==> src/hw/rtl/switch_debounce_key_report_macros.svh <==
// Assertion macros shared by the switch debounce key report RTL.
`ifndef SWITCH_DEBOUNCE_KEY_REPORT_MACROS_SVH
`define SWITCH_DEBOUNCE_KEY_REPORT_MACROS_SVH

// Same-cycle implication, checked on clk, disabled in reset
`define SDKR_ASSERT_NOW(label, ante, cons, msg) \
  label: assert property (@(posedge clk) disable iff (rst) (ante) |-> (cons)) else $error(msg);

// Next-cycle implication, checked on clk, disabled in reset
`define SDKR_ASSERT_NEXT(label, ante, cons, msg) \
  label: assert property (@(posedge clk) disable iff (rst) (ante) |=> (cons)) else $error(msg);

`endif

==> src/hw/rtl/sdkr_pkg.sv <==
// Package: widths, register map and opcodes for the switch debounce key report block.
package sdkr_pkg;

  localparam int SW_SLOTS         = 7;
  localparam int NUM_SWITCHES_DEF = 7;
  localparam int CODE_W           = 8;
  localparam int COUNT_W          = 8;
  localparam int RAW_W            = 7;
  localparam int ADDR_W           = 5;
  localparam int DATA_W           = 32;

  localparam logic [COUNT_W-1:0] DEBOUNCE_RESET = 8'd4;

  // Request opcodes
  typedef enum logic {
    OP_TICK   = 1'b0,
    OP_REPORT = 1'b1
  } op_t;

  // Register index, byte address is 4 * index
  typedef enum logic [2:0] {
    REG_DEBOUNCE = 3'd0,
    REG_KEY_0    = 3'd1,
    REG_KEY_1    = 3'd2,
    REG_KEY_2    = 3'd3,
    REG_KEY_3    = 3'd4,
    REG_KEY_4    = 3'd5,
    REG_KEY_5    = 3'd6,
    REG_KEY_6    = 3'd7
  } reg_idx_t;

endpackage

==> src/hw/rtl/sdkr_if.sv <==
// Interfaces: switch sample request channel and key report channel.
interface sdkr_req_if;
  logic                        valid;
  logic                        ready;
  sdkr_pkg::op_t               op;
  logic [sdkr_pkg::RAW_W-1:0]  raw_pressed;

  modport source (output valid, output op, output raw_pressed, input ready);
  modport sink   (input valid, input op, input raw_pressed, output ready);
endinterface

interface sdkr_rpt_if;
  logic                        valid;
  logic                        ready;
  logic                        report_sent;
  logic [sdkr_pkg::CODE_W-1:0] code_0;
  logic [sdkr_pkg::CODE_W-1:0] code_1;
  logic [sdkr_pkg::CODE_W-1:0] code_2;
  logic [sdkr_pkg::CODE_W-1:0] code_3;
  logic [sdkr_pkg::CODE_W-1:0] code_4;
  logic [sdkr_pkg::CODE_W-1:0] code_5;
  logic [sdkr_pkg::CODE_W-1:0] code_6;

  modport source (output valid, output report_sent, output code_0, output code_1,
                  output code_2, output code_3, output code_4, output code_5,
                  output code_6, input ready);
  modport sink   (input valid, input report_sent, input code_0, input code_1,
                  input code_2, input code_3, input code_4, input code_5,
                  input code_6, output ready);
endinterface

==> src/hw/rtl/switch_debounce_key_report.sv <==
// Switch debounce key report: lockout counters per switch and key-code report output.
//
// Takes one request per clock: a tick (op = tick) counts every nonzero lockout
// counter down by one and gives no report; a report request (op = report) samples
// raw_pressed, lets each unlocked switch whose level differs from the last reported
// one take the new level and reload its counter from debounce_ticks, and gives
// exactly one report in the next cycle: report_sent = 1 with the key code of each
// pressed switch if anything changed since the last report (also on the first
// report request after reset), else report_sent = 0 and all codes zero. The result sits
// in a single output register; a new request is taken whenever that register is empty
// or being drained in the same cycle, so throughput is one request per cycle as long
// as the report side keeps ready high. Registers via APB at 4*index: debounce_ticks
// (0, reset 4) and key_code_0..6 (1..7, reset 0); write them only while idle.
`include "switch_debounce_key_report_macros.svh"

module switch_debounce_key_report #(
  parameter int NUM_SWITCHES = sdkr_pkg::NUM_SWITCHES_DEF
) (
  input  logic                          clk,
  input  logic                          rst,
  sdkr_req_if.sink                      req,
  sdkr_rpt_if.source                    rpt,
  input  logic                          psel,
  input  logic                          penable,
  input  logic                          pwrite,
  input  logic [sdkr_pkg::ADDR_W-1:0]   paddr,
  input  logic [sdkr_pkg::DATA_W-1:0]   pwdata,
  output logic [sdkr_pkg::DATA_W-1:0]   prdata,
  output logic                          pready
);

  localparam int NS   = NUM_SWITCHES;
  localparam int KI_W = $clog2(sdkr_pkg::SW_SLOTS);

  // Configuration registers
  logic [sdkr_pkg::COUNT_W-1:0] debounce_ticks;
  logic [sdkr_pkg::CODE_W-1:0]  key_code [sdkr_pkg::SW_SLOTS];

  // Debounce state; reported level equals the debounced level after every request
  logic [sdkr_pkg::COUNT_W-1:0] lockout_count [NS];
  logic [NS-1:0]                level;
  logic [NS-1:0]                level_next;
  logic [NS-1:0]                unlocked;
  logic [NS-1:0]                changed;
  logic                         change_pending;

  // Result register
  logic                         rpt_valid;
  logic                         report_sent;
  logic [sdkr_pkg::CODE_W-1:0]  code [sdkr_pkg::SW_SLOTS];
  logic [sdkr_pkg::CODE_W-1:0]  code_next [sdkr_pkg::SW_SLOTS];

  logic                         req_fire;
  logic                         is_tick;
  logic                         is_report;
  logic                         send;
  logic                         cfg_write;
  sdkr_pkg::reg_idx_t           reg_idx;
  logic [KI_W-1:0]              key_idx;

  // Handshakes
  assign req.ready = !rpt_valid || rpt.ready;
  assign req_fire  = req.valid && req.ready;
  assign is_tick   = req_fire && (req.op == sdkr_pkg::OP_TICK);
  assign is_report = req_fire && (req.op == sdkr_pkg::OP_REPORT);

  // APB register port
  assign pready    = 1'b1;
  assign reg_idx   = sdkr_pkg::reg_idx_t'(paddr[4:2]);
  assign key_idx   = KI_W'(paddr[4:2] - 3'd1);
  assign cfg_write = psel && penable && pwrite && pready;

  always_ff @(posedge clk) begin
    if (rst) begin
      debounce_ticks <= sdkr_pkg::DEBOUNCE_RESET;
      for (int k = 0; k < sdkr_pkg::SW_SLOTS; k++) begin
        key_code[k] <= '0;
      end
    end else if (cfg_write) begin
      if (reg_idx == sdkr_pkg::REG_DEBOUNCE) begin
        debounce_ticks <= pwdata[sdkr_pkg::COUNT_W-1:0];
      end else begin
        key_code[key_idx] <= pwdata[sdkr_pkg::CODE_W-1:0];
      end
    end
  end

  // Read mux
  always_comb begin
    prdata = '0;
    unique case (reg_idx)
      sdkr_pkg::REG_DEBOUNCE: prdata = sdkr_pkg::DATA_W'(debounce_ticks);
      default:                prdata = sdkr_pkg::DATA_W'(key_code[key_idx]);
    endcase
  end

  // Per-switch change detect and lockout counters
  for (genvar g = 0; g < NS; g++) begin : g_sw
    assign unlocked[g]   = (lockout_count[g] == '0);
    assign changed[g]    = unlocked[g] && (req.raw_pressed[g] != level[g]);
    assign level_next[g] = changed[g] ? req.raw_pressed[g] : level[g];

    always_ff @(posedge clk) begin
      if (rst) begin
        lockout_count[g] <= '0;
      end else if (is_tick && !unlocked[g]) begin
        lockout_count[g] <= lockout_count[g] - 1'b1;
      end else if (is_report && changed[g]) begin
        lockout_count[g] <= debounce_ticks;
      end
    end
  end

  assign send = change_pending || (|changed);

  // Level and change mark update on report requests
  always_ff @(posedge clk) begin
    if (rst) begin
      level          <= '0;
      change_pending <= 1'b1;
    end else if (is_report) begin
      level          <= level_next;
      change_pending <= 1'b0;
    end
  end

  // Key codes for the report; slots beyond the switch count stay zero
  for (genvar g = 0; g < sdkr_pkg::SW_SLOTS; g++) begin : g_code
    if (g < NS) begin : g_used
      assign code_next[g] = (send && level_next[g]) ? key_code[g] : '0;
    end else begin : g_unused
      assign code_next[g] = '0;
    end
  end

  // Output register
  always_ff @(posedge clk) begin
    if (rst) begin
      rpt_valid <= 1'b0;
    end else if (is_report) begin
      rpt_valid <= 1'b1;
    end else if (rpt.ready) begin
      rpt_valid <= 1'b0;
    end
  end

  always_ff @(posedge clk) begin
    if (is_report) begin
      report_sent <= send;
      for (int k = 0; k < sdkr_pkg::SW_SLOTS; k++) begin
        code[k] <= code_next[k];
      end
    end
  end

  assign rpt.valid       = rpt_valid;
  assign rpt.report_sent = report_sent;
  assign rpt.code_0      = code[0];
  assign rpt.code_1      = code[1];
  assign rpt.code_2      = code[2];
  assign rpt.code_3      = code[3];
  assign rpt.code_4      = code[4];
  assign rpt.code_5      = code[5];
  assign rpt.code_6      = code[6];

  // Checks
  `SDKR_ASSERT_NEXT(a_tick_no_result, is_tick && !rpt_valid, !rpt_valid, "tick produced a report")
  `SDKR_ASSERT_NEXT(a_report_result, is_report, rpt_valid, "report request gave no result")
  `SDKR_ASSERT_NEXT(a_pending_cleared, is_report, !change_pending, "change mark not cleared")
  `SDKR_ASSERT_NEXT(a_locked_hold, is_report, ((level ^ $past(level)) & ~$past(unlocked)) == '0, "locked switch changed level")
  `SDKR_ASSERT_NOW(a_quiet_report, rpt_valid && !report_sent, (code[0] | code[1] | code[2] | code[3] | code[4] | code[5] | code[6]) == '0, "codes set in empty report")

endmodule
==> src/flat_wrapper.sv <==
// flat-port wrapper written by rule: the top's interface ports become plain ports
module switch_debounce_key_report_flat 
#(
  parameter int NUM_SWITCHES = sdkr_pkg::NUM_SWITCHES_DEF
)
  (clk, rst, psel, penable, pwrite, paddr, pwdata, prdata, pready, req_valid, req_op, req_raw_pressed, req_ready, rpt_valid, rpt_report_sent, rpt_code_0, rpt_code_1, rpt_code_2, rpt_code_3, rpt_code_4, rpt_code_5, rpt_code_6, rpt_ready);
  sdkr_req_if req_i ();
  sdkr_rpt_if rpt_i ();
  input  logic clk;
  input  logic rst;
  input  logic psel;
  input  logic penable;
  input  logic pwrite;
  input  logic [sdkr_pkg::ADDR_W-1:0] paddr;
  input  logic [sdkr_pkg::DATA_W-1:0] pwdata;
  output logic [sdkr_pkg::DATA_W-1:0] prdata;
  output logic pready;
  input wire logic [$bits(req_i.valid)-1:0] req_valid;
  input wire logic [$bits(req_i.op)-1:0] req_op;
  input wire logic [$bits(req_i.raw_pressed)-1:0] req_raw_pressed;
  output wire logic [$bits(req_i.ready)-1:0] req_ready;
  output wire logic [$bits(rpt_i.valid)-1:0] rpt_valid;
  output wire logic [$bits(rpt_i.report_sent)-1:0] rpt_report_sent;
  output wire logic [$bits(rpt_i.code_0)-1:0] rpt_code_0;
  output wire logic [$bits(rpt_i.code_1)-1:0] rpt_code_1;
  output wire logic [$bits(rpt_i.code_2)-1:0] rpt_code_2;
  output wire logic [$bits(rpt_i.code_3)-1:0] rpt_code_3;
  output wire logic [$bits(rpt_i.code_4)-1:0] rpt_code_4;
  output wire logic [$bits(rpt_i.code_5)-1:0] rpt_code_5;
  output wire logic [$bits(rpt_i.code_6)-1:0] rpt_code_6;
  input wire logic [$bits(rpt_i.ready)-1:0] rpt_ready;
  assign req_i.valid = req_valid;
  assign req_i.op = req_op;
  assign req_i.raw_pressed = req_raw_pressed;
  assign req_ready = req_i.ready;
  assign rpt_valid = rpt_i.valid;
  assign rpt_report_sent = rpt_i.report_sent;
  assign rpt_code_0 = rpt_i.code_0;
  assign rpt_code_1 = rpt_i.code_1;
  assign rpt_code_2 = rpt_i.code_2;
  assign rpt_code_3 = rpt_i.code_3;
  assign rpt_code_4 = rpt_i.code_4;
  assign rpt_code_5 = rpt_i.code_5;
  assign rpt_code_6 = rpt_i.code_6;
  assign rpt_i.ready = rpt_ready;
  switch_debounce_key_report #(.NUM_SWITCHES(NUM_SWITCHES)) u_core (.clk(clk), .rst(rst), .req(req_i), .rpt(rpt_i), .psel(psel), .penable(penable), .pwrite(pwrite), .paddr(paddr), .pwdata(pwdata), .prdata(prdata), .pready(pready));
endmodule
==> config.mk <==
export PLATFORM = sky130hd
export DESIGN_NAME = switch_debounce_key_report_flat
export DESIGN_NICKNAME = d
export VERILOG_FILES = /design/src/hw/rtl/sdkr_pkg.sv /design/src/hw/rtl/sdkr_if.sv /design/src/hw/rtl/switch_debounce_key_report.sv /design/src/flat_wrapper.sv
export VERILOG_INCLUDE_DIRS = /design/src /design/src/hw/rtl
export SDC_FILE = /design/constraint.sdc
export NUM_CORES = 1
export LEC_CHECK = 0
export BUFFER_PORTS_ARGS = -buffer_cell sky130_fd_sc_hd__clkbuf_2
export CAP_MARGIN = 20
export CORE_UTILIZATION = 35
export CTS_CLUSTER_DIAMETER = 200
export DETAILED_ROUTE_END_ITERATION = 12
export HOLD_SLACK_MARGIN = 0.03
export MAX_ROUTING_LAYER = met4
export SLEW_MARGIN = 10
export SYNTH_ARGS = -nofsm -noshare
export SYNTH_HDL_FRONTEND = slang
export SYNTH_SLANG_ARGS = --single-unit
==> constraint.sdc <==
create_clock -name clk -period 3.9 [get_ports clk]
set_input_delay 0.585 -clock clk [delete_from_list [all_inputs] [get_ports clk]]
set_output_delay 0.585 -clock clk [all_outputs]
set_load 0.02 [all_outputs]
# Word-level counts from Yosys, hierarchy flattened
# Memories as Yosys holds them, arrays and structs flattened.
# Index checks and enable logic that the tools add are counted.
[op_classes]
n_addsub = 8
n_lt_le_gt_ge = 0
multipliers = 0
div_mod_pow = 0
n_shift = 0
bitwise = 15
reduce_logical = 55
n_mux = 91
eq_ne = 7
[ops]
columns = ["op", "count"]
rows = [
  ["$mux 8", 23],
  ["$mux 1", 67],
  ["$logic_not 8->1", 7],
  ["$sub 8x1->8 const B", 7],
  ["$logic_and 1x1->1", 33],
  ["$or 1x1->1", 14],
  ["$logic_not 1->1", 8],
  ["$reduce_or 8->1", 1],
  ["$ne 1x1->1", 7],
  ["$reduce_or 7->1", 1],
  ["$logic_not 3->1", 1],
  ["$mux 3", 1],
  ["$sub 3x1->3 const B", 1],
  ["$logic_or 1x1->1", 2],
  ["$reduce_and 2->1", 1],
  ["$reduce_bool 2->1", 1],
  ["$not 1->1", 1],
]
[totals]
ramBits = 168
latch_bits = 0
romBits = 0
ff_bits = 18
mem_count = 3
input_bits = 52
[memory_table]
columns = ["memory", "words", "word_bits", "read_ports", "rd_ports_with_merged_regs", "wr", "line", "text"]
rows = [
  ["u_core.code", 7, 8, 7, 0, 7, "switch_debounce_key_report.sv:50", "logic [sdkr_pkg::CODE_W-1:0] code [sdkr_pkg::SW_SLOTS];"],
  ["u_core.key_code", 7, 8, 8, 0, 7, "switch_debounce_key_report.sv:37", "logic [sdkr_pkg::CODE_W-1:0] key_code [sdkr_pkg::SW_SLOTS];"],
  ["u_core.lockout_count", 7, 8, 7, 0, 7, "switch_debounce_key_report.sv:40", "logic [sdkr_pkg::COUNT_W-1:0] lockout_count [NS];"],
]

# Longest topological paths before layout
[depth]
ltp_word = 10
depth_mapped = 9

# Least setup slack after synthesis
# OpenSTA, ideal clock, no wires.
[synth_timing]
kind = "input to output"
from = "input paddr[2] (netlist name)"
to = "output prdata[1] (netlist name)"
arrival_ps = 3140
stages = 9
slack_ps = 175
cell_sequence = "clkbuf_1 -> inv_1 -> ha_1 -> clkbuf_1 -> clkbuf_1 -> buf_2 -> mux4_2 -> mux2i_1 -> o21ai_0"
[synth_between]
elab_chain_cells = 3
word_cells_on_any_way = 4
cone_classes = "add/sub: 1; mux: 1; reduce/logical: 1; memory: 1"
[synth_rtl]
columns = ["element", "line", "text"]
rows = [
  ["start, declared", "flat_wrapper.sv:14", "input logic [sdkr_pkg::ADDR_W-1:0] paddr;"],
  ["$sub 3x1->3", "switch_debounce_key_report.sv:70", "assign key_idx = KI_W'(paddr[4:2] - 3'd1);"],
  ["$mem_v2 7x8", "-", ""],
  ["$mux 8 (*)", "switch_debounce_key_report.sv:91", "unique case (reg_idx)"],
  ["end, declared", "flat_wrapper.sv:16", "output logic [sdkr_pkg::DATA_W-1:0] prdata;"],
]
# Every way passes the cells marked *; elsewhere a longest branch is shown, timed or not.

# Final worst setup path
[layout_timing]
from = "input paddr[2] (netlist name)"
to = "output prdata[4] (netlist name)"
# The elaborated chain is that of the path after synthesis.

==> impl_metrics.prom <==
# TYPE chip_impl_metric gauge
chip_impl_metric{name="finalMaxSlewViolations",unit=""} 0
chip_impl_metric{name="drc_viols",unit=""} 0
chip_impl_metric{name="yosys_warnings",unit=""} 0
chip_impl_metric{name="placed_cell_area",unit="mm^2"} 0.0104
chip_impl_metric{name="final.setup_skew",unit="ns"} 0.0167
chip_impl_metric{name="io_buffer_count",unit=""} 92
chip_impl_metric{name="critical_path_depth",unit=""} 8
chip_impl_metric{name="cts_htree_levels",unit=""} 4
chip_impl_info{name="rsz_0062_raised_after_global_routing",value="no"} 1
chip_impl_metric{name="wire_per_inst",unit="um"} 19.9
chip_impl_metric{name="clock-sinks",unit=""} 194
chip_impl_metric{name="regArea",unit="mm^2"} 0.00558
chip_impl_metric{name="finalSetupTns",unit="ns"} 0
chip_impl_metric{name="first_global_vias",unit=""} 6353
chip_impl_metric{name="dieHeight",unit="um"} 168
chip_impl_metric{name="nNetsFinal",unit=""} 971
chip_impl_metric{name="netlist_instances",unit=""} 808
chip_impl_metric{name="route.final.wire_length",unit="mm"} 25.0
chip_impl_metric{name="clk-insertion-delay-late",unit="ns"} 0.45
chip_impl_metric{name="synth-edff-count",unit=""} 169
chip_impl_metric{name="synth_sequential_area_ratio",unit="%"} 58.1
chip_impl_metric{name="mappedNetlistArea",unit="mm^2"} 0.00960
chip_impl_metric{name="yosys_register_bits",unit=""} 194
chip_impl_info{name="cpLargestDelayFamily",value="adder cells"} 1
chip_impl_info{name="critical-path-top-cell-by-count",value="clkbuf_2"} 1
chip_impl_info{name="root_buffer",value="clkbuf_16"} 1
chip_impl_metric{name="async_reset_ff_share",unit="%"} 0
chip_impl_metric{name="fraction_of_final_layout_cells_sized_beyond_drive_strength_1",unit="%"} 18.9
chip_impl_info{name="setup.worst_path.end_class",value="output port"} 1
chip_impl_info{name="critical_path.slowest_cell",value="ha_1"} 1
chip_impl_metric{name="ctsResizeCount",unit=""} 0
chip_impl_metric{name="ios",unit=""} 144
chip_impl_metric{name="drt-pass1-iter-count",unit=""} 5
chip_impl_metric{name="min_period_over_period",unit="%"} 85.3
chip_impl_info{name="rr_endpoint",value="u_core.code[0][6]"} 1
chip_impl_info{name="outcome",value="completed"} 1
chip_impl_metric{name="detailed_place_hpwl",unit="mm"} 17.6
chip_impl_info{name="layout_common_cells",value="edfxtp_1 (169), clkbuf_2 (92), inv_1 (85), nor2_1 (76), nand2_1 (70)"} 1
chip_impl_metric{name="combined_area_of_the_multi_input_logic_cells",unit="mm^2"} 0.00342
chip_impl_metric{name="power_density",unit="mW/mm^2"} 447
chip_impl_metric{name="critical_path_buf_inv_count",unit=""} 4
chip_impl_metric{name="period_minus_slack",unit="ns"} 3.33
chip_impl_metric{name="antenna_diodes",unit=""} 0
chip_impl_info{name="worst_setup_path_start_kind",value="primary input"} 1
chip_impl_metric{name="largest_net_degree_at_the_start_of_global_routing",unit=""} 58
chip_impl_metric{name="finalHoldViolations",unit=""} 0
chip_impl_metric{name="p_leak",unit="uW"} 0.00428
chip_impl_metric{name="tightestPinTransition",unit="ns"} 0.996
chip_impl_metric{name="fmaxAchievable",unit="MHz"} 301
chip_impl_metric{name="path_max_fanout",unit=""} 15
chip_impl_metric{name="core.rowCount",unit=""} 60
chip_impl_info{name="cts_tree",value="done"} 1
chip_impl_info{name="rr_startpoint",value="u_core.lockout_count[0][0]"} 1
chip_impl_metric{name="slew-limit-headroom",unit="%"} 31.7
chip_impl_metric{name="route.detailed.vias_per_inst",unit=""} 5.28
chip_impl_metric{name="ant_nets",unit=""} 0
chip_impl_metric{name="grt_antenna_before_repair",unit=""} 0
chip_impl_metric{name="gpl_wtd_cong",unit=""} 0.849
chip_impl_metric{name="max-clock-path-buffers",unit=""} 2
chip_impl_metric{name="grt_pass1_wl",unit="mm"} 37.4
chip_impl_metric{name="post-route-cell-area",unit="mm^2"} 0.0110
chip_impl_info{name="layout_commonest_cell",value="edfxtp_1"} 1
chip_impl_metric{name="grt.total_usage",unit="%"} 18.6
chip_impl_metric{name="avgSynthCellArea",unit="um^2"} 11.9
chip_impl_metric{name="worst_setup_hold_path_clk_slew",unit="ns"} 0.07
chip_impl_metric{name="timing.final.setup_violations",unit=""} 0
chip_impl_info{name="crit_path_start",value="paddr[2]"} 1
chip_impl_metric{name="holdBufCountCts",unit=""} 0
chip_impl_metric{name="required",unit="ns"} 3.31
chip_impl_metric{name="setup.reg_to_reg.worst_slack",unit="ns"} 1.00
chip_impl_metric{name="detailedRoute.firstIterationViolations",unit=""} 558
chip_impl_metric{name="timing.max_cap.violations",unit=""} 0
chip_impl_metric{name="vias",unit=""} 6639
chip_impl_metric{name="placeable_core_area",unit="mm^2"} 0.0270
chip_impl_metric{name="cp_data_arrival_time",unit="ns"} 2.74
chip_impl_info{name="critical_path_class",value="primary input to output port"} 1
chip_impl_info{name="worstPathCellList",value="clkbuf_2 -> inv_1 -> ha_1 -> buf_4 -> mux4_2 -> mux2i_1 -> o21ai_0 -> clkbuf_2"} 1
chip_impl_metric{name="filler_cell_count",unit=""} 2554
chip_impl_metric{name="ir_drop_worst_vdd",unit="V"} 0.000322
chip_impl_info{name="endpoint",value="prdata[4]"} 1
chip_impl_metric{name="die_width",unit="um"} 168
chip_impl_metric{name="area_growth_syn_to_layout",unit="%"} 15.2
chip_impl_info{name="synth_ff_type",value="edfxtp_1"} 1
chip_impl_metric{name="synth.lib_cells_used.distinct",unit=""} 49
chip_impl_metric{name="timing.critical_path.slowest_cell_delay",unit="ns"} 0.81
chip_impl_metric{name="cts_post_setup_buffers_inserted",unit=""} 0
chip_impl_metric{name="initial_utilization",unit="%"} 35.6
chip_impl_info{name="hold_wc_path_type",value="primary input to flop"} 1
chip_impl_metric{name="reg2reg_path_depth",unit=""} 7
chip_impl_metric{name="die_footprint",unit="mm^2"} 0.0281
chip_impl_metric{name="cts_inserted_buffers",unit=""} 17
chip_impl_metric{name="gr-total-overflow",unit=""} 0
[cells by family (layout without fill, tap and decap cells)]
logic type                 Yosys count  after routing  synth area share [%]
and+or+nand+nor                    206            206                  9.74
DFF                                194            194                  58.1
AOI/OAI and AO/OA                  160            160                  13.0
buffers and inverters              151            236                  7.22
xor gates and xnor gates            46             46                  4.20
muxes                               33             33                  5.53
adders and majority gates           16             16                  2.09
other                                2             25                0.0783
[sequential cells by signal, summed over array words and instances (netlist names)]
signal and flops:
u_core.key_code 64, u_core.code 56, u_core.lockout_count 56, u_core.debounce_ticks 8
u_core.level 7, u_core.change_pending 1, u_core.rpt.report_sent 1, u_core.rpt.valid 1
[cell type report]
cell class              count  share of cell area (%)
clock buffers              18                    3.88
clock inverters            14                    1.73
inverters                  86                    2.92
multi-input cells         486                    30.9
flip-flops and latches    194                    50.5
well taps                 341                    3.86
repair buffers            118                    6.23
[power breakdown]
group | switching [uW] | leakage, uW | internal [uW]
registers | 85.0 | 0.00186 | 2380
clock network | 865 | 0.000304 | 982
logic | 404 | 0.00211 | 225
[synthesized netlist by cell type (all sizes together), types with 2 or more instances]
cell / count / area share [%]
xnor2: 20 / 1.8
ha: 16 / 2.1
mux4: 16 / 3.8
nor2: 76 / 3.0
nor3: 12 / 0.68
nand2: 70 / 2.7
conb: 2 / 0.078
and3: 2 / 0.13
a22o: 23 / 2.1
inv: 86 / 3.4
xor2: 26 / 2.4
a211o: 6 / 0.55
nand3: 12 / 0.63
edfxtp: 169 / 53
nand4: 5 / 0.33
mux2i: 17 / 1.8
or4: 4 / 0.35
nor3b: 6 / 0.47
o22a: 8 / 0.73
nand2b: 2 / 0.13
clkbuf: 31 / 1.2
nor2b: 2 / 0.13
o21ai: 9 / 0.47
o2bb2ai: 33 / 3.0
o31ai: 4 / 0.31
nor4: 7 / 0.52
a21oi: 10 / 0.52
a211oi: 63 / 5.0
dfxtp: 25 / 5.2
buf: 34 / 2.6
or3: 2 / 0.13
[routing by layer]
metal	global-route usage, %	vias to the layer above	wire (um)
met5	-	-	0
met4	6.26	0	535
met3	3.03	34	1310
met2	30.4	235	12400
met1	23.4	3264	10800
li1	-	3106	-
[per-stage QoR]
step | instances | setup WS (ns) | util (%) | hold WS [ns] | power (uW)
floorplan | 831 | 0.175 | - | 0.417 | 2940
global placement | 1224 | 0.598 | 38.6 | 0.444 | 3120
detailed placement | 1224 | 0.590 | 38.6 | 0.436 | 3130
CTS | 1256 | 0.576 | 40.9 | 0.363 | 4950
global route | 1257 | 0.451 | 41.0 | 0.374 | 5090
finish | 1257 | 0.574 | 41.0 | 0.383 | 4940
[how the worst min path moves through the flow]
| stage | from | to | cells past startpoint |
|---|---|---|---|
| 2_1_floorplan | u_core.change_pending | u_core.change_pending | 2 |
| 3_3_place_gp | u_core.change_pending | u_core.change_pending | 2 |
| 3_5_place_dp | u_core.change_pending | u_core.change_pending | 2 |
| 4_1_cts | pwdata[7] | u_core.debounce_ticks[7] | 3 |
| 5_1_grt | pwdata[0] | u_core.debounce_ticks[0] | 3 |
| 6_report | pwdata[7] | u_core.debounce_ticks[7] | 3 |
[worst min-delay path, stage by stage]
cell,delay [ns]
clkbuf_2,0.09
nand2_1,0.05
a21oi_1,0.05
No activity file was read; power rests on OpenSTA's default activity.
